===== src/design/lmss_pkg.sv =====
// Shared types, opcodes, register indexes and reset values for the strobe sequencer.
`default_nettype none

package lmss_pkg;

    // Field widths
    localparam int unsigned OPCODE_W = 3;
    localparam int unsigned TIME_W   = 32;
    localparam int unsigned LEVEL_W  = 8;
    localparam int unsigned UNIT_W   = 16;
    localparam int unsigned COUNT_W  = 8;
    localparam int unsigned WAIT_W   = 24;
    localparam int unsigned CFG_IDX_W = 3;
    localparam int unsigned CFG_DAT_W = 16;

    // Item opcodes
    localparam logic [OPCODE_W-1:0] OP_RUN       = 3'd0;
    localparam logic [OPCODE_W-1:0] OP_BRAKE     = 3'd1;
    localparam logic [OPCODE_W-1:0] OP_POLICE_ON = 3'd2;
    localparam logic [OPCODE_W-1:0] OP_TAIL_TGL  = 3'd3;
    localparam logic [OPCODE_W-1:0] OP_TAIL_ON   = 3'd4;
    localparam logic [OPCODE_W-1:0] OP_OFF       = 3'd5;

    // Configuration register indexes
    localparam logic [CFG_IDX_W-1:0] REG_UNIT_INTERVAL = 3'd0;
    localparam logic [CFG_IDX_W-1:0] REG_BLINKS        = 3'd1;
    localparam logic [CFG_IDX_W-1:0] REG_PAUSE_FACTOR  = 3'd2;
    localparam logic [CFG_IDX_W-1:0] REG_FLASH_LEVEL   = 3'd3;
    localparam logic [CFG_IDX_W-1:0] REG_TAIL_LEVEL    = 3'd4;

    // Reset values
    localparam logic [UNIT_W-1:0]  RST_UNIT_INTERVAL = 16'd50;
    localparam logic [COUNT_W-1:0] RST_BLINKS        = 8'd5;
    localparam logic [COUNT_W-1:0] RST_PAUSE_FACTOR  = 8'd3;
    localparam logic [LEVEL_W-1:0] RST_FLASH_LEVEL   = 8'd255;
    localparam logic [LEVEL_W-1:0] RST_TAIL_LEVEL    = 8'd40;

    localparam logic [LEVEL_W-1:0] FULL_LEVEL = 8'd255;
    localparam logic [LEVEL_W-1:0] OFF_LEVEL  = 8'd0;

    // Strobe sequencing state plus the LED levels it drives
    typedef struct packed {
        logic [TIME_W-1:0]  last_step_time;
        logic [WAIT_W-1:0]  current_wait;
        logic [COUNT_W-1:0] blinks_left;
        logic               color_select;
        logic               flash_phase;
        logic [LEVEL_W-1:0] red;
        logic [LEVEL_W-1:0] blue;
    } t_strobe;

    // Strobe settings taken from the configuration registers
    typedef struct packed {
        logic [UNIT_W-1:0]  unit_interval;
        logic [COUNT_W-1:0] blinks_per_color;
        logic [COUNT_W-1:0] pause_factor;
        logic [LEVEL_W-1:0] flash_level;
    } t_strobe_cfg;

endpackage

`default_nettype wire


===== src/design/light_mode_strobe_sequencer.sv =====
// Top level: mode flags, configuration registers and result register of the sequencer.
//
//  channel   direction  handshake            payload
//  input     in         i_valid / o_ready    i_opcode[2:0], i_now_ms[31:0]
//  result    out        o_valid / i_ready    o_red_level[7:0], o_blue_level[7:0]
//  config    in         i_cfg_wr_en          i_cfg_index[2:0], i_cfg_wdata[15:0]
//
// Each item is processed in the cycle it is accepted; its result is valid the
// next cycle. One item per cycle is sustained while results are taken: the
// mode and strobe registers update at acceptance and double as the result
// register. A new item is taken while the held result is taken in the same
// cycle. Synchronous reset restores all configuration and state to defaults.
`default_nettype none

module light_mode_strobe_sequencer
    import lmss_pkg::*;
(
    input  wire                  i_clk,
    input  wire                  i_rst_n,
    input  wire                  i_valid,
    output logic                 o_ready,
    input  wire [OPCODE_W-1:0]   i_opcode,
    input  wire [TIME_W-1:0]     i_now_ms,
    output logic                 o_valid,
    input  wire                  i_ready,
    output logic [LEVEL_W-1:0]   o_red_level,
    output logic [LEVEL_W-1:0]   o_blue_level,
    input  wire                  i_cfg_wr_en,
    input  wire [CFG_IDX_W-1:0]  i_cfg_index,
    input  wire [CFG_DAT_W-1:0]  i_cfg_wdata
);

    t_strobe_cfg  r_cfg;
    logic [LEVEL_W-1:0] r_tail_level;
    t_strobe      r_st, n_st;
    t_strobe      strobe_next;
    logic         r_brake, n_brake;
    logic         r_police, n_police;
    logic         r_tail, n_tail;
    logic         r_out_valid;
    logic         in_acc;

    // Accept when the result slot is empty or drains this cycle
    assign o_ready = !r_out_valid || i_ready;
    assign in_acc  = i_valid && o_ready;

    assign o_valid      = r_out_valid;
    assign o_red_level  = r_st.red;
    assign o_blue_level = r_st.blue;

    // Write configuration registers
    always_ff @(posedge i_clk) begin
        if (!i_rst_n) begin
            r_cfg.unit_interval    <= RST_UNIT_INTERVAL;
            r_cfg.blinks_per_color <= RST_BLINKS;
            r_cfg.pause_factor     <= RST_PAUSE_FACTOR;
            r_cfg.flash_level      <= RST_FLASH_LEVEL;
            r_tail_level           <= RST_TAIL_LEVEL;
        end else if (i_cfg_wr_en) begin
            unique case (i_cfg_index)
                REG_UNIT_INTERVAL: r_cfg.unit_interval    <= i_cfg_wdata;
                REG_BLINKS:        r_cfg.blinks_per_color <= i_cfg_wdata[COUNT_W-1:0];
                REG_PAUSE_FACTOR:  r_cfg.pause_factor     <= i_cfg_wdata[COUNT_W-1:0];
                REG_FLASH_LEVEL:   r_cfg.flash_level      <= i_cfg_wdata[LEVEL_W-1:0];
                REG_TAIL_LEVEL:    r_tail_level           <= i_cfg_wdata[LEVEL_W-1:0];
                default: begin
                end
            endcase
        end
    end

    lmss_strobe u_strobe (
        .i_cur    (r_st),
        .i_cfg    (r_cfg),
        .i_now_ms (i_now_ms),
        .o_next   (strobe_next)
    );

    // Decode the item and pick the highest-priority mode on a run
    always_comb begin
        n_st     = r_st;
        n_brake  = r_brake;
        n_police = r_police;
        n_tail   = r_tail;
        if (in_acc) begin
            unique case (i_opcode)
                OP_RUN: begin
                    if (r_brake) begin
                        n_st.red  = FULL_LEVEL;
                        n_st.blue = OFF_LEVEL;
                        n_brake   = 1'b0;
                    end else if (r_police) begin
                        n_st = strobe_next;
                    end else if (r_tail) begin
                        n_st.red  = r_tail_level;
                        n_st.blue = OFF_LEVEL;
                    end else begin
                        n_st.red  = OFF_LEVEL;
                        n_st.blue = OFF_LEVEL;
                    end
                end
                OP_BRAKE:     n_brake  = 1'b1;
                OP_POLICE_ON: n_police = 1'b1;
                OP_TAIL_TGL:  n_tail   = ~r_tail;
                OP_TAIL_ON: begin
                    n_tail   = 1'b1;
                    n_police = 1'b0;
                end
                OP_OFF: begin
                    n_tail   = 1'b0;
                    n_police = 1'b0;
                end
                default: begin
                end
            endcase
        end
    end

    // Hold state and result valid
    always_ff @(posedge i_clk) begin
        if (!i_rst_n) begin
            r_st.last_step_time <= '0;
            r_st.current_wait   <= {{(WAIT_W-UNIT_W){1'b0}}, RST_UNIT_INTERVAL};
            r_st.blinks_left    <= RST_BLINKS;
            r_st.color_select   <= 1'b0;
            r_st.flash_phase    <= 1'b0;
            r_st.red            <= OFF_LEVEL;
            r_st.blue           <= OFF_LEVEL;
            r_brake             <= 1'b0;
            r_police            <= 1'b0;
            r_tail              <= 1'b0;
            r_out_valid         <= 1'b0;
        end else begin
            r_st     <= n_st;
            r_brake  <= n_brake;
            r_police <= n_police;
            r_tail   <= n_tail;
            if (in_acc) begin
                r_out_valid <= 1'b1;
            end else if (i_ready) begin
                r_out_valid <= 1'b0;
            end
        end
    end

    // Input stalls only behind a held, untaken result
    a_ready_stall: assert property (@(posedge i_clk) disable iff (!i_rst_n)
        !o_ready |-> (r_out_valid && !i_ready))
        else $error("input stalled without a pending result");

    // A brake item leaves a pending request
    a_brake_set: assert property (@(posedge i_clk) disable iff (!i_rst_n)
        (in_acc && i_opcode == OP_BRAKE) |=> r_brake)
        else $error("brake request not latched");

    // A run with a pending brake gives full red, blue off
    a_brake_out: assert property (@(posedge i_clk) disable iff (!i_rst_n)
        (in_acc && i_opcode == OP_RUN && r_brake)
        |=> (o_valid && o_red_level == FULL_LEVEL && o_blue_level == OFF_LEVEL && !r_brake))
        else $error("brake result wrong");

    // Off clears both police and tail modes
    a_off_clear: assert property (@(posedge i_clk) disable iff (!i_rst_n)
        (in_acc && i_opcode == OP_OFF) |=> (!r_police && !r_tail))
        else $error("off item left a mode active");

    // Strobe state and levels move only on an accepted item
    a_state_hold: assert property (@(posedge i_clk) disable iff (!i_rst_n)
        !in_acc |=> $stable(r_st))
        else $error("state changed without an item");

endmodule

`default_nettype wire


===== src/design/lmss_strobe.sv =====
// Next-state logic of one police strobe step.
`default_nettype none

module lmss_strobe
    import lmss_pkg::*;
(
    input  wire t_strobe          i_cur,
    input  wire t_strobe_cfg      i_cfg,
    input  wire [TIME_W-1:0]      i_now_ms,
    output t_strobe               o_next
);

    logic [TIME_W-1:0]  elapsed;
    logic               fire;
    logic [WAIT_W-1:0]  pause_wait;
    logic [COUNT_W-1:0] blinks_upd;

    // Compare wrapped elapsed time against the current wait
    assign elapsed = i_now_ms - i_cur.last_step_time;
    assign fire    = elapsed > {{(TIME_W-WAIT_W){1'b0}}, i_cur.current_wait};

    // Pause after a color run; 8x16 product always fits the wait width
    assign pause_wait = WAIT_W'(i_cfg.pause_factor * i_cfg.unit_interval);

    // Count down a blink at each dark phase
    assign blinks_upd = i_cur.flash_phase ? (i_cur.blinks_left - COUNT_W'(1))
                                          : i_cur.blinks_left;

    // Advance one step when the wait has run out
    always_comb begin
        o_next = i_cur;
        if (fire) begin
            o_next.last_step_time = i_now_ms;
            o_next.blinks_left    = blinks_upd;
            if (!i_cur.flash_phase) begin
                if (!i_cur.color_select) begin
                    o_next.red = i_cfg.flash_level;
                end else begin
                    o_next.blue = i_cfg.flash_level;
                end
            end else begin
                o_next.red  = OFF_LEVEL;
                o_next.blue = OFF_LEVEL;
            end
            o_next.flash_phase = ~i_cur.flash_phase;
            if (blinks_upd == '0) begin
                o_next.blinks_left  = i_cfg.blinks_per_color;
                o_next.color_select = ~i_cur.color_select;
                o_next.current_wait = pause_wait;
            end else begin
                o_next.current_wait = {{(WAIT_W-UNIT_W){1'b0}}, i_cfg.unit_interval};
            end
        end
    end

endmodule

`default_nettype wire


===== config.mk =====
export PLATFORM = sky130hd
export DESIGN_NAME = light_mode_strobe_sequencer
export DESIGN_NICKNAME = d
export VERILOG_FILES = /design/src/design/lmss_pkg.sv /design/src/design/light_mode_strobe_sequencer.sv /design/src/design/lmss_strobe.sv
export SDC_FILE = /design/constraint.sdc
export NUM_CORES = 1
export LEC_CHECK = 0
export ABC_CLOCK_PERIOD_IN_PS = 11120
export BUFFER_PORTS_ARGS = -buffer_cell sky130_fd_sc_hd__buf_2
export CORE_MARGIN = 2
export CORE_UTILIZATION = 45
export DETAILED_ROUTE_END_ITERATION = 12
export PLACE_DENSITY = 0.71
export SLEW_MARGIN = 20
export SYNTH_ARGS = -nofsm -noshare
export SYNTH_HDL_FRONTEND = slang
export SYNTH_SLANG_ARGS = --single-unit

===== constraint.sdc =====
create_clock -name i_clk -period 11.12 [get_ports i_clk]
set_clock_uncertainty 0.15 [all_clocks]
set_input_delay 1.668 -clock i_clk [delete_from_list [all_inputs] [get_ports i_clk]]
set_output_delay 1.668 -clock i_clk [all_outputs]
set_load 0.02 [all_outputs]

## Word level (Yosys, flattened, before mapping)

Index checks and enable logic that the tools add are counted.

- Register bits after elaboration: 134
- Input port bits: 59
- Logic and storage cells: 74

- $add $sub $neg: 2
- Multipliers: 1
- $lt $le $gt $ge: 1
- Eq/ne operators: 12
- Mux-type cells: 15
- Bitwise gates (word level): 4
- Reduce and logical (&&, ||, !) cells: 23

Operators by type and width:

| cell | count |
|---|---|
| 16-bit two-way mux | 5 |
| 32-bit by 24-bit greater-than comparator with 1-bit output | 1 |
| 32-bit subtractor | 1 |
| 8-bit by 16-bit multiplier with 24-bit output | 1 |
| 24-bit two-way mux | 1 |
| 8-bit two-way mux | 3 |
| 2-bit AND reduction | 8 |
| 3-bit by 2-bit == test with 1-bit output, second input constant | 4 |
| 3-bit == test, second input constant | 3 |
| 9-bit two-way mux | 1 |
| 8-bit zero test | 1 |
| 4-bit != test, second input constant | 2 |
| 4-bit AND reduction | 2 |
| 8-bit by 1-bit subtractor with 8-bit output, second input constant | 1 |
| 3-bit by 1-bit == test with 1-bit output, second input constant | 2 |
| 3-bit zero test | 2 |
| 6-bit AND reduction | 1 |
| 2-bit nonzero test | 3 |
| 5-bit AND reduction | 1 |
| 1-bit NOT | 4 |
| 1-bit one-hot mux with 2 select lines | 2 |
| 3-bit by 2-bit != test with 1-bit output, second input constant | 1 |
| 1-bit one-hot mux with 3 select lines | 1 |
| 3-bit nonzero test | 1 |
| 5 further kinds | 6 |

## Depth between registers and ports, before layout

Gate-level depths: netlist of run 1.

- Word-level depth: 5
- Depth in mapped cells: 25

## Modules after synthesis

A second synthesis of run 1 with hierarchy kept.

- Cells, all modules: 1692
- Area total of the unflattened synthesis: 13294.0 um^2

Modules (own cells, without submodules):

| module | instances | cells an instance | area each (um^2) | sequential area each (um^2) |
|---|---|---|---|---|
| lmss_strobe | 1 | 1061 | 8100.3 | 0.0 |
| light_mode_strobe_sequencer | 1 | 631 | 5193.7 | 2682.6 |

## Worst setup path before layout of run 1

Ideal clock, no wire load.

- Path type: input port to flip-flop
- Start point: input port i_now_ms[0]
- End point: register r_st[30] in the netlist's numbering
- Arrival: 5.826 ns
- Setup slack: 5.003 ns
- Stages on the path: 25
- Path buffers: 2
- Cell sequence: inv_1 ha_1 inv_1 fa_1 a211oi_1 o21ai_1 a221oi_1 o21ai_1 a21oi_1 o211ai_1 a21o_1 a21oi_1 xnor2_1 ha_1 a21o_1 a21oi_1 o31ai_1 a21o_1 a21oi_1 nand4_1 o21a_1 buf_6 buf_6 o211ai_1 o211ai_1

- Cells in the longest elaborated chain, start to end: 3

Ends and longest elaborated chain:

| element | line | RTL |
|---|---|---|
| from (decl) | light_mode_strobe_sequencer.sv:23 | `input wire [TIME_W-1:0] i_now_ms,` |
| 32-bit subtractor | lmss_strobe.sv:19 | `assign elapsed = i_now_ms - i_cur.last_step_time;` |
| 32-bit by 24-bit greater-than comparator with 1-bit output | lmss_strobe.sv:20 | `assign fire = elapsed > {{(TIME_W-WAIT_W){1'b0}}, i_cur.current_wait};` |
| 5-bit AND reduction (no source line) | -- |  |
| to (signal assigned) | light_mode_strobe_sequencer.sv:134 | `r_st <= n_st;` |
| to (decl) | light_mode_strobe_sequencer.sv:35 | `t_strobe r_st, n_st;` |

Every way passes these cells.
A chain may end at the register's enable or synchronous reset.

## Final worst setup path of run 1

- Start point: input port i_now_ms[0]
- End point: register r_st[19] in the netlist's numbering

Same word-level chain as after synthesis.

==> flow_metrics.tcl, run 1 <==
set metrics [dict create \
    yosysTopAreaCell "dfxtp_1" \
    routed_via_density 5.460 \
    yosysUniqueCellTypes 68 \
    p_switching_mw 0.3683 \
    areaGrowthSynthToFinish_pct 8.715 \
    peakVddDrop_uv 110.3 \
    p_clk_frac 0.474 \
    synth_top_cells_by_count "277 x nand2_1, 184 x inv_1, 134 x dfxtp_1" \
    cp-startpoint "i_now_ms[0]" \
    ioPinCount 77 \
    cts.reportedPaths.clkPinSlew_ns 0.06 \
    root_buffer "clkbuf_16" \
    start_util 0.4558 \
    worstPathArrival_ns 7.32 \
    die_h_um 166.2 \
    path_class "in2reg" \
    slew_headroom 0.3133 \
    path_max_fanout 39 \
    critPathRequiredTime_ns 11.29 \
    cts_setup_buffers 0 \
    grt_pass1_vias 10043 \
    hold_viol 0 \
    route.vias.total 10144 \
    r2r_start "r_st[50]$_SDFFE_PN0P_" \
    clockBufferDepth 2 \
    post-route-period-util 0.6429 \
    synth-edff-count 0 \
    yosysMostFrequentCell "nand2_1" \
    place_congestion 0.8858 \
    maxCapViolations 0 \
    max_freq_mhz 139.9 \
    yosys-top-cells-area "dfxtp_1 23%, fa_1 14%, ha_1 11%, nand2_1 8.8%, inv_1 5.8%" \
    drt-initial-drc-count 645 \
    ys_seq_area_frac 0.2265 \
    fin_crit_ns 7.149 \
    drv_slew 0 \
    drc_errors 0 \
    cts_tree "done" \
    syn_area_um2 11840 \
    cts_resized 0 \
    synth_cells 1495 \
    hp-start "o_blue_level[7]$_SDFFE_PN0P_" \
    grt_remaining_overflow 0 \
    die_area_um2 27630 \
    synth_nets 1739 \
    dp_hpwl_um 20770 \
    holdWs_ns 0.2988 \
    ys.flop_type "dfxtp_1" \
    wl_per_cell_um 15.24 \
    rows 59 \
    wl_um 28320 \
    startpoint_type "primary input" \
    cts_made_buffers 17 \
    ant_nets 0 \
    core_um2 25980 \
    die_x_um 166.2 \
    rsz0062_at_grt "no" \
    final_core_util 0.4955 \
    power_density_nw_per_um2 102.1 \
    tightest_slew_ns 1.030 \
    clock_sinks 134 \
    synth-seq-cells 134 \
    comb_power_share 0.145 \
    antenna_found_initial 0 \
    p_int_mw 0.9457 \
    endpoint_kind "register" \
    p_leak_nw 5.508 \
    insertion_delay_ns 0.43 \
    grt_pass1_wl_um 48800 \
    power_frac_seq 0.382 \
    fin_setup_tns_ns 0 \
    drive_gt1_frac 0.09061 \
    n_antenna_cell 0 \
    switching_share 0.2803 \
    synth_warnings 0 \
    setup_violations 0 \
    status "complete, no violations" \
    hp-class "reg2reg" \
    syn_avg_cell_area_um2 7.922 \
    track_usage 0.2117 \
    fin_nets 1754 \
    cts_max_level 4 \
    synth_top_area_frac 0.2265 \
    drtPass1Iterations 6 \
    async_flop_share 0 \
    holdBufCountCts 0 \
    io_buffer_count 76 \
    grt_max_degree 85 \
]
## through the flow
stage / std cells / area [µm²] / power, mW / worst slack, ns
4_1_cts: 1858 / 12880 / 1.322 / 4.074
3_3_place_gp: 1826 / 12230 / 0.6958 / 3.794
3_5_place_dp: 1826 / 12230 / 0.6998 / 3.659
2_1_floorplan: 1495 / 11840 / 0.6462 / 5.003
5_1_grt: 1858 / 12880 / 1.369 / 3.456
6_report: 1858 / 12880 / 1.314 / 3.971
## kinds of logic after synthesis
| kind of cell | Yosys count | share of synthesized area |
|---|---|---|
| multiplexers | 15 | 0.01278 |
| flip-flops | 134 | 0.2265 |
| adder cells (fa/ha/maj) | 185 | 0.2493 |
| AO/OA/AOI/OAI | 316 | 0.1739 |
| buffers and inverters | 268 | 0.09666 |
| AND/OR/NAND/NOR | 531 | 0.2068 |
| XOR/XNOR | 46 | 0.03402 |
## cell type report
type | count | area (µm²)
well taps | 335 | 419.2
fillers | 2425 | 13110
multi-input cells | 1093 | 8031
inverters | 185 | 695.7
clock buffers | 17 | 425.4
repair buffers | 79 | 402.9
flip-flops and latches | 134 | 2683
clock inverters | 15 | 219.0
## cells in the final DEF, fill, tap and decap left out, types with 4 or more instances in the layout
cell	Yosys	routed
a211oi_1	12	12
a211oi_2	11	11
a21o_1	24	24
a21oi_1	133	133
a31oi_1	14	14
and2_1	88	88
and4_1	4	4
buf_2	6	76
bufinv_16	0	4
clkbuf_16	0	17
clkinv_4	0	4
dfxtp_1	134	134
fa_1	85	85
ha_1	100	100
inv_1	184	184
inv_6	0	4
mux2i_1	14	14
nand2_1	277	277
nand2b_1	7	7
nand3_1	45	45
nand4_1	11	11
nor2_1	59	59
nor2b_1	7	7
nor3_1	14	14
o211ai_1	12	12
o21a_1	7	6
o21ai_0	29	29
o21ai_1	16	16
o21bai_1	11	11
o2bb2ai_1	8	8
o31ai_2	6	6
xnor2_1	32	32
xor2_1	14	14
## routing by layer
layer | global-route usage | part of all wire | up-vias
li1 | - | - | 4960
met5 | 0 | 0 | -
met2 | 0.3648 | 0.49 | 292
met4 | 0.06522 | 0.020 | 0
met3 | 0.03074 | 0.051 | 51
met1 | 0.2754 | 0.44 | 4841
## critical path, stage by stage
cell	delay [ns]
buf_2	0.10
inv_1	0.05
ha_1	0.15
inv_1	0.05
fa_1	0.41
a211oi_1	0.31
o21ai_1	0.21
a221oi_1	0.54
o21ai_1	0.23
a21oi_1	0.24
o211ai_1	0.14
a21o_1	0.21
a21oi_1	0.16
xnor2_1	0.16
ha_1	0.28
a21o_1	0.16
a21oi_1	0.15
o31ai_1	0.09
a21o_1	0.16
a21oi_1	0.13
nand4_1	0.28
o21ai_4	0.52
buf_4	0.49
nor2_1	0.12
o221a_2	0.26
## final timing paths
| kind | endpoint | slack (ns) | cells past startpoint |
|---|---|---|---|
| worst max-delay path | r_st[19]$_SDFFE_PN0P_ | 3.97 | 25 |
| worst min-delay path | o_blue_level[7]$_SDFFE_PN0P_ | 0.30 | 2 |
| worst min register to register | o_blue_level[7]$_SDFFE_PN0P_ | 0.30 | 2 |
| worst max register to register | r_st[19]$_SDFFE_PN0P_ | 5.01 | 23 |
## power groups by stage
stage | Sequential [mW] | Combinational [mW] | Clock (mW)
3_5_place_dp | 0.512 | 0.188 | 0
4_1_cts | 0.501 | 0.190 | 0.631
3_3_place_gp | 0.512 | 0.184 | 0
6_report | 0.502 | 0.190 | 0.623
5_1_grt | 0.503 | 0.215 | 0.650
2_1_floorplan | 0.503 | 0.143 | 0
## flip-flops by register name, indices dropped and copies added, names as in the netlist
register and cells:
o_blue_level 8, o_red_level 8, o_valid 1, r_brake 1, r_cfg 40, r_police 1, r_st 66, r_tail 1
r_tail_level 8
Power figures use the tool's default switching activity.
==> run 2, diff against run 1 <==
Settings changed: ABC_AREA set to 1, ABC_CLOCK_PERIOD_IN_PS 11120 to 6800.
Clock period 11.12 ns to 6.8 ns, I/O delays scaled along.
==> flow_metrics.tcl, run 2 <==
set metrics [dict create \
    worstPathArrival_ns 5.40 \
    root_buffer "clkbuf_16" \
    yosys-top-cells-area "dfxtp_1 21%, nand2_1 14%, fa_1 13%, inv_1 12%, ha_1 9.6%" \
    slew_headroom 0.2798 \
    cts.reportedPaths.clkPinSlew_ns 0.07 \
    drt-initial-drc-count 806 \
    rsz0062_at_grt "no" \
    drtPass1Iterations 6 \
    synth-seq-cells 134 \
    p_leak_nw 7.395 \
    synth-edff-count 0 \
    yosysMostFrequentCell "nand2_1" \
    nFillCells 2917 \
    track_usage 0.2163 \
    yosysTopAreaCell "dfxtp_1" \
    syn_avg_cell_area_um2 6.694 \
    r2r_start "r_cfg[15]$_SDFFE_PN0P_" \
    tightest_slew_ns 1.080 \
    critPathRequiredTime_ns 6.97 \
    top_regs "r_st: 66 flops, r_cfg: 40 flops" \
    clockBufferDepth 2 \
    hold_viol 0 \
    ioPinCount 77 \
    peakVddDrop_uv 144.8 \
    setup_violations 0 \
    switching_share 0.2972 \
    async_flop_share 0 \
    holdBufCountCts 0 \
    die_h_um 173.8 \
    status "complete, no violations" \
    routed_via_density 4.967 \
    timing.rr.end "r_st[38]$_SDFFE_PN0P_" \
    cp_num_buf_inv 3 \
    p_int_mw 1.583 \
    clock_sinks 134 \
    drc_errors 0 \
    startpoint_type "register" \
    areaGrowthSynthToFinish_pct 8.136 \
    grt_pass1_vias 11390 \
    cts_tree "done" \
    layout_commonest_cell "nand2_1" \
    fin_setup_tns_ns 0 \
    maxCapViolations 0 \
    die_area_um2 30220 \
    fin_crit_ns 5.230 \
    max_freq_mhz 191.2 \
    cts_made_buffers 17 \
    top_register "r_st" \
    ys_seq_area_frac 0.2067 \
    io_buffer_count 76 \
    grt_max_degree 104 \
    cts_max_level 4 \
    hp-class "reg2reg" \
    route.vias.total 11647 \
    endpoint_kind "register" \
    antenna_found_initial 0 \
    hp-start "r_st[71]$_SDFFE_PN0P_" \
    post-route-period-util 0.7692 \
    grt_pass1_wl_um 54230 \
    insertion_delay_ns 0.43 \
    slowest_delay_ns 0.71 \
    rows 62 \
    slowest_stage "dfxtp_1" \
    wl_um 31460 \
    core_um2 28550 \
    grt_remaining_overflow 0 \
    synth_top_area_frac 0.2067 \
    cp_cell_sequence "nand2_1 -> fa_1 -> fa_1 -> inv_1 -> fa_1 -> inv_1 -> fa_1 -> inv_1 -> ha_1 -> nand2_1 -> nand2_1 -> a31oi_1 -> nand2_1 -> a21oi_1 -> o21ai_0 -> nor2_1 -> nor2_1 -> a22oi_1 -> nand2_1 -> nand2_1 -> nor2_1" \
    synth_cells 1939 \
    synth_warnings 0 \
    power_frac_seq 0.367 \
    start_util 0.4547 \
    cts_setup_buffers 0 \
    path_max_fanout 17 \
    dp_hpwl_um 24330 \
    path_common_cell "nand2_1" \
    n_antenna_cell 0 \
    synth_top_cells_by_count "477 x nand2_1, 405 x inv_1, 150 x nor2_1" \
    drv_slew 0 \
    yosysUniqueCellTypes 48 \
    mostFrequentLayoutCells "477 x nand2_1, 405 x inv_1, 150 x nor2_1, 134 x dfxtp_1, 117 x a21oi_1" \
    place_congestion 0.8971 \
    die_x_um 173.8 \
    path_class "reg2reg" \
    power.total_mw 2.253 \
    regArea_um2 2683 \
    rrSetupSlack_ns 1.57 \
    cts_resized 0 \
    min_to "r_st[71]$_SDFFE_PN0P_" \
    largest_reg_flops 66 \
    p_clk_frac 0.445 \
    rr_worst_depth 21 \
    synth_nets 2183 \
    wl_per_cell_um 13.41 \
    power_density_nw_per_um2 160.5 \
    whs_path_depth 2 \
    multiInputGateArea_um2 8280 \
    comb_power_share 0.188 \
    fin_nets 2192 \
    drive_gt1_frac 0.09077 \
    crit_family "adder cells" \
    ys.flop_type "dfxtp_1" \
    p_switching_mw 0.6697 \
    ant_nets 0 \
    syn_area_um2 12980 \
]
[run 2: how the worst max path moves through the flow]
stage                                       from                    end  slack [ns]  cells after the start
after floorplan           r_cfg[15]$_SDFFE_PN0P_  r_st[38]$_SDFFE_PN0P_        1.92                     23
after global routing      r_cfg[11]$_SDFFE_PN0P_  r_st[41]$_SDFFE_PN0P_        1.18                     16
final                     r_cfg[15]$_SDFFE_PN0P_  r_st[38]$_SDFFE_PN0P_        1.57                     21
after global placement               i_now_ms[0]  r_st[29]$_SDFFE_PN0P_        1.47                     26
after CTS                 r_cfg[11]$_SDFFE_PN0P_  r_st[41]$_SDFFE_PN0P_        1.54                     16
after detailed placement             i_now_ms[0]  r_st[32]$_SDFFE_PN0P_        1.40                     26
[run 2: power by group through the flow]
stage                     Combinational (mW)  Clock, mW  Sequential, mW
after floorplan                        0.331          0           0.822
after global routing                   0.490       1.05           0.829
final                                  0.423       1.00           0.828
after global placement                 0.411          0           0.844
after detailed placement               0.420          0           0.844
after CTS                              0.424       1.02           0.827
[run 2: final cells by class]
type	instances	area share
well taps	384	0.03423
flip-flops and latches	134	0.1911
repair buffers	79	0.02870
inverters	414	0.1107
multi-input cells	1302	0.5899
clock inverters	14	0.01400
clock buffers	18	0.03129
[run 2: tightest hold or removal path, cell delays in order (launching register included)]
cell and delay (ns):
dfxtp_1 0.29, inv_1 0.06, a21oi_1 0.06
[run 2: kinds of logic (layout without fill, tap and decap cells)]
| family | after synthesis | count (layout) | synth area share |
|---|---|---|---|
| AND/OR/NAND/NOR | 786 | 786 | 0.2578 |
| flip-flops | 134 | 134 | 0.2067 |
| adder cells (fa/ha/maj) | 185 | 185 | 0.2275 |
| buffers and inverters | 503 | 525 | 0.1554 |
| XOR/XNOR | 45 | 45 | 0.03036 |
| AO/OA/AOI/OAI | 286 | 286 | 0.1223 |
[run 2: metrics by stage]
stage	instance area [µm²]	hold WS [ns]	worst slack, ns	cells	utilization
2_1_floorplan	12980	0.2746	1.915	1939	-
3_3_place_gp	13400	0.2943	1.469	2313	0.4694
5_1_grt	14040	0.3310	1.177	2345	0.4917
6_report	14040	0.3086	1.570	2345	0.4917
4_1_cts	14040	0.3114	1.545	2345	0.4917
3_5_place_dp	13400	0.3027	1.403	2313	0.4694
[run 2: metal layers]
layer / up-vias / part of all wire / global-route usage
met4: 0 / 0.019 / 0.06688
met2: 288 / 0.46 / 0.3616
met5: - / 0 / 0
met1: 5360 / 0.47 / 0.2937
li1: 5945 / - / -
met3: 54 / 0.046 / 0.02434
==> run 3, diff against run 2 <==
Settings changed: ABC_CLOCK_PERIOD_IN_PS 6800 to 5200.
Clock period 6.8 ns to 5.2 ns, I/O delays scaled along.
==> flow_metrics.tcl, run 3 (synthesis results as in run 2) <==
set metrics [dict create \
    status "complete, no violations" \
    hp-start "r_st[64]$_SDFFE_PN0P_" \
    mostFrequentLayoutCells "476 x nand2_1, 405 x inv_1, 150 x nor2_1, 126 x dfxtp_1, 114 x a21oi_1" \
    slew_headroom 0.3649 \
    path_class "reg2reg" \
    ant_nets 0 \
    slowest_delay_ns 0.55 \
    hold_viol 0 \
    n_antenna_cell 0 \
    clockBufferDepth 2 \
    min_to "r_st[64]$_SDFFE_PN0P_" \
    slowest_stage "fa_1" \
    critPathRequiredTime_ns 5.42 \
    grt_max_degree 55 \
    routed_via_density 4.981 \
    grt.busiest_layer "met2" \
    cp-startpoint "r_cfg[14]$_SDFFE_PN0P_" \
    root_buffer "clkbuf_16" \
    die_x_um 173.8 \
    path_max_fanout 17 \
    cts_made_buffers 17 \
    drt-initial-drc-count 697 \
    cts.reportedPaths.clkPinSlew_ns 0.07 \
    layout_commonest_cell "nand2_1" \
    max_freq_mhz 200.6 \
    nFillCells 2928 \
    p_leak_nw 7.508 \
    grt_pass1_vias 11472 \
    fin_nets 2214 \
    io_buffer_count 76 \
    place_congestion 0.9313 \
    maxCapViolations 0 \
    cp_cell_sequence "buf_8 -> nand2_1 -> fa_1 -> fa_1 -> inv_1 -> fa_1 -> inv_1 -> fa_1 -> inv_1 -> ha_1 -> nand2_1 -> nand2_1 -> a31oi_2 -> nand2_2 -> a21oi_4 -> o21ai_0 -> xnor2_1 -> o21ai_1 -> nand2_1 -> a21oi_2" \
    rr_worst_depth 20 \
    drive_gt1_frac 0.1079 \
    die_area_um2 30220 \
    endpoint_kind "register" \
    dp_hpwl_um 25030 \
    drc_errors 0 \
    clock_sinks 134 \
    cts_tree "done" \
    hp-class "reg2reg" \
    peakVddDrop_uv 213.5 \
    insertion_delay_ns 0.45 \
    power_density_nw_per_um2 203.8 \
    grt_pass1_wl_um 54570 \
    areaGrowthSynthToFinish_pct 9.842 \
    ioPinCount 77 \
    startpoint_type "register" \
    post-route-period-util 0.9587 \
    fin_crit_ns 4.985 \
    start_util 0.4547 \
    met3_usage 0.03246 \
    top_register "r_st" \
    top_regs "r_st: 66 flops, r_cfg: 40 flops" \
    whs_path_depth 2 \
    fin_setup_tns_ns 0 \
    cts_max_level 4 \
    antenna_found_initial 0 \
    cts_setup_buffers 0 \
    wl_um 31800 \
    wl_per_cell_um 13.43 \
    route.vias.total 11790 \
    tightest_slew_ns 0.9453 \
    die_h_um 173.8 \
    setup_violations 0 \
    grt_remaining_overflow 0 \
    worstPathArrival_ns 5.21 \
    gr-usage-met2 0.3699 \
    largest_reg_flops 66 \
    r2r_start "r_cfg[14]$_SDFFE_PN0P_" \
    dp_cells 2335 \
    core_um2 28550 \
    drv_slew 0 \
    timing.rr.end "r_st[40]$_SDFFE_PN0P_" \
    final_cell_count_no_fill 2367 \
    rows 62 \
    track_usage 0.2185 \
    use_met1 0.2889 \
    drtPass1Iterations 5 \
    rrSetupSlack_ns 0.21 \
]
[run 3: stage by stage]
step | power (mW) | hold WS, ns | cell area, µm² | worst slack (ns) | utilization
after floorplan | 1.509 | 0.2746 | 12980 | 0.3152 | -
after global placement | 1.647 | 0.2939 | 13600 | -0.09309 | 0.4765
after detailed placement | 1.659 | 0.3016 | 13600 | -0.03405 | 0.4765
after CTS | 2.917 | 0.3120 | 14210 | 0.07601 | 0.4979
after global routing | 3.059 | 0.3316 | 14260 | -0.03731 | 0.4994
final | 2.905 | 0.3107 | 14260 | 0.2148 | 0.4994
[run 3: critical path: cells and delay by family, from the launching register on]
kind | cells | cell delay, ns
fa+ha+maj | 5 | 2.48
compound gates | 5 | 0.89
simple gates | 5 | 0.52
flops | 1 | 0.35
buf+inv | 4 | 0.33
xor+xnor | 1 | 0.18
[run 3: worst max-delay path by stage]
stage	to	slack, ns
finish	r_st[40]$_SDFFE_PN0P_	0.21
global route	r_st[38]$_SDFFE_PN0P_	-0.04
CTS	r_st[40]$_SDFFE_PN0P_	0.08
detailed placement	r_st[40]$_SDFFE_PN0P_	-0.03
global placement	r_st[40]$_SDFFE_PN0P_	-0.09
floorplan	r_st[38]$_SDFFE_PN0P_	0.32
[run 3: area by class of cell]
type | instances | area [µm²] | share of cell area
well taps | 384 | 480.5 | 0.03370
clock inverters | 15 | 175.2 | 0.01229
inverters | 414 | 1554 | 0.1090
repair buffers | 101 | 616.8 | 0.04326
flip-flops and latches | 134 | 2693 | 0.1889
multi-input cells | 1302 | 8313 | 0.5831
clock buffers | 17 | 425.4 | 0.02984
[run 3: per-layer routing]
layer | vias up | wire length, µm
li1 | 5993 | -
met1 | 5496 | 14880
met2 | 256 | 14970
met3 | 45 | 1341
met4 | 0 | 611
met5 | - | 0
[run 3: timing repair]
item | 4_1_cts | 5_1_grt
setup endpoints to repair | 2 | 7
pin swaps | 0 | 2
hold buffers | 0 | 0
resized for setup | 6 | 14
hold endpoints to repair | 0 | 0
[run 3: power breakdown]
part           internal, mW  switching [mW]
logic                 0.212           0.364
registers              1.05          0.0255
clock network         0.690           0.567
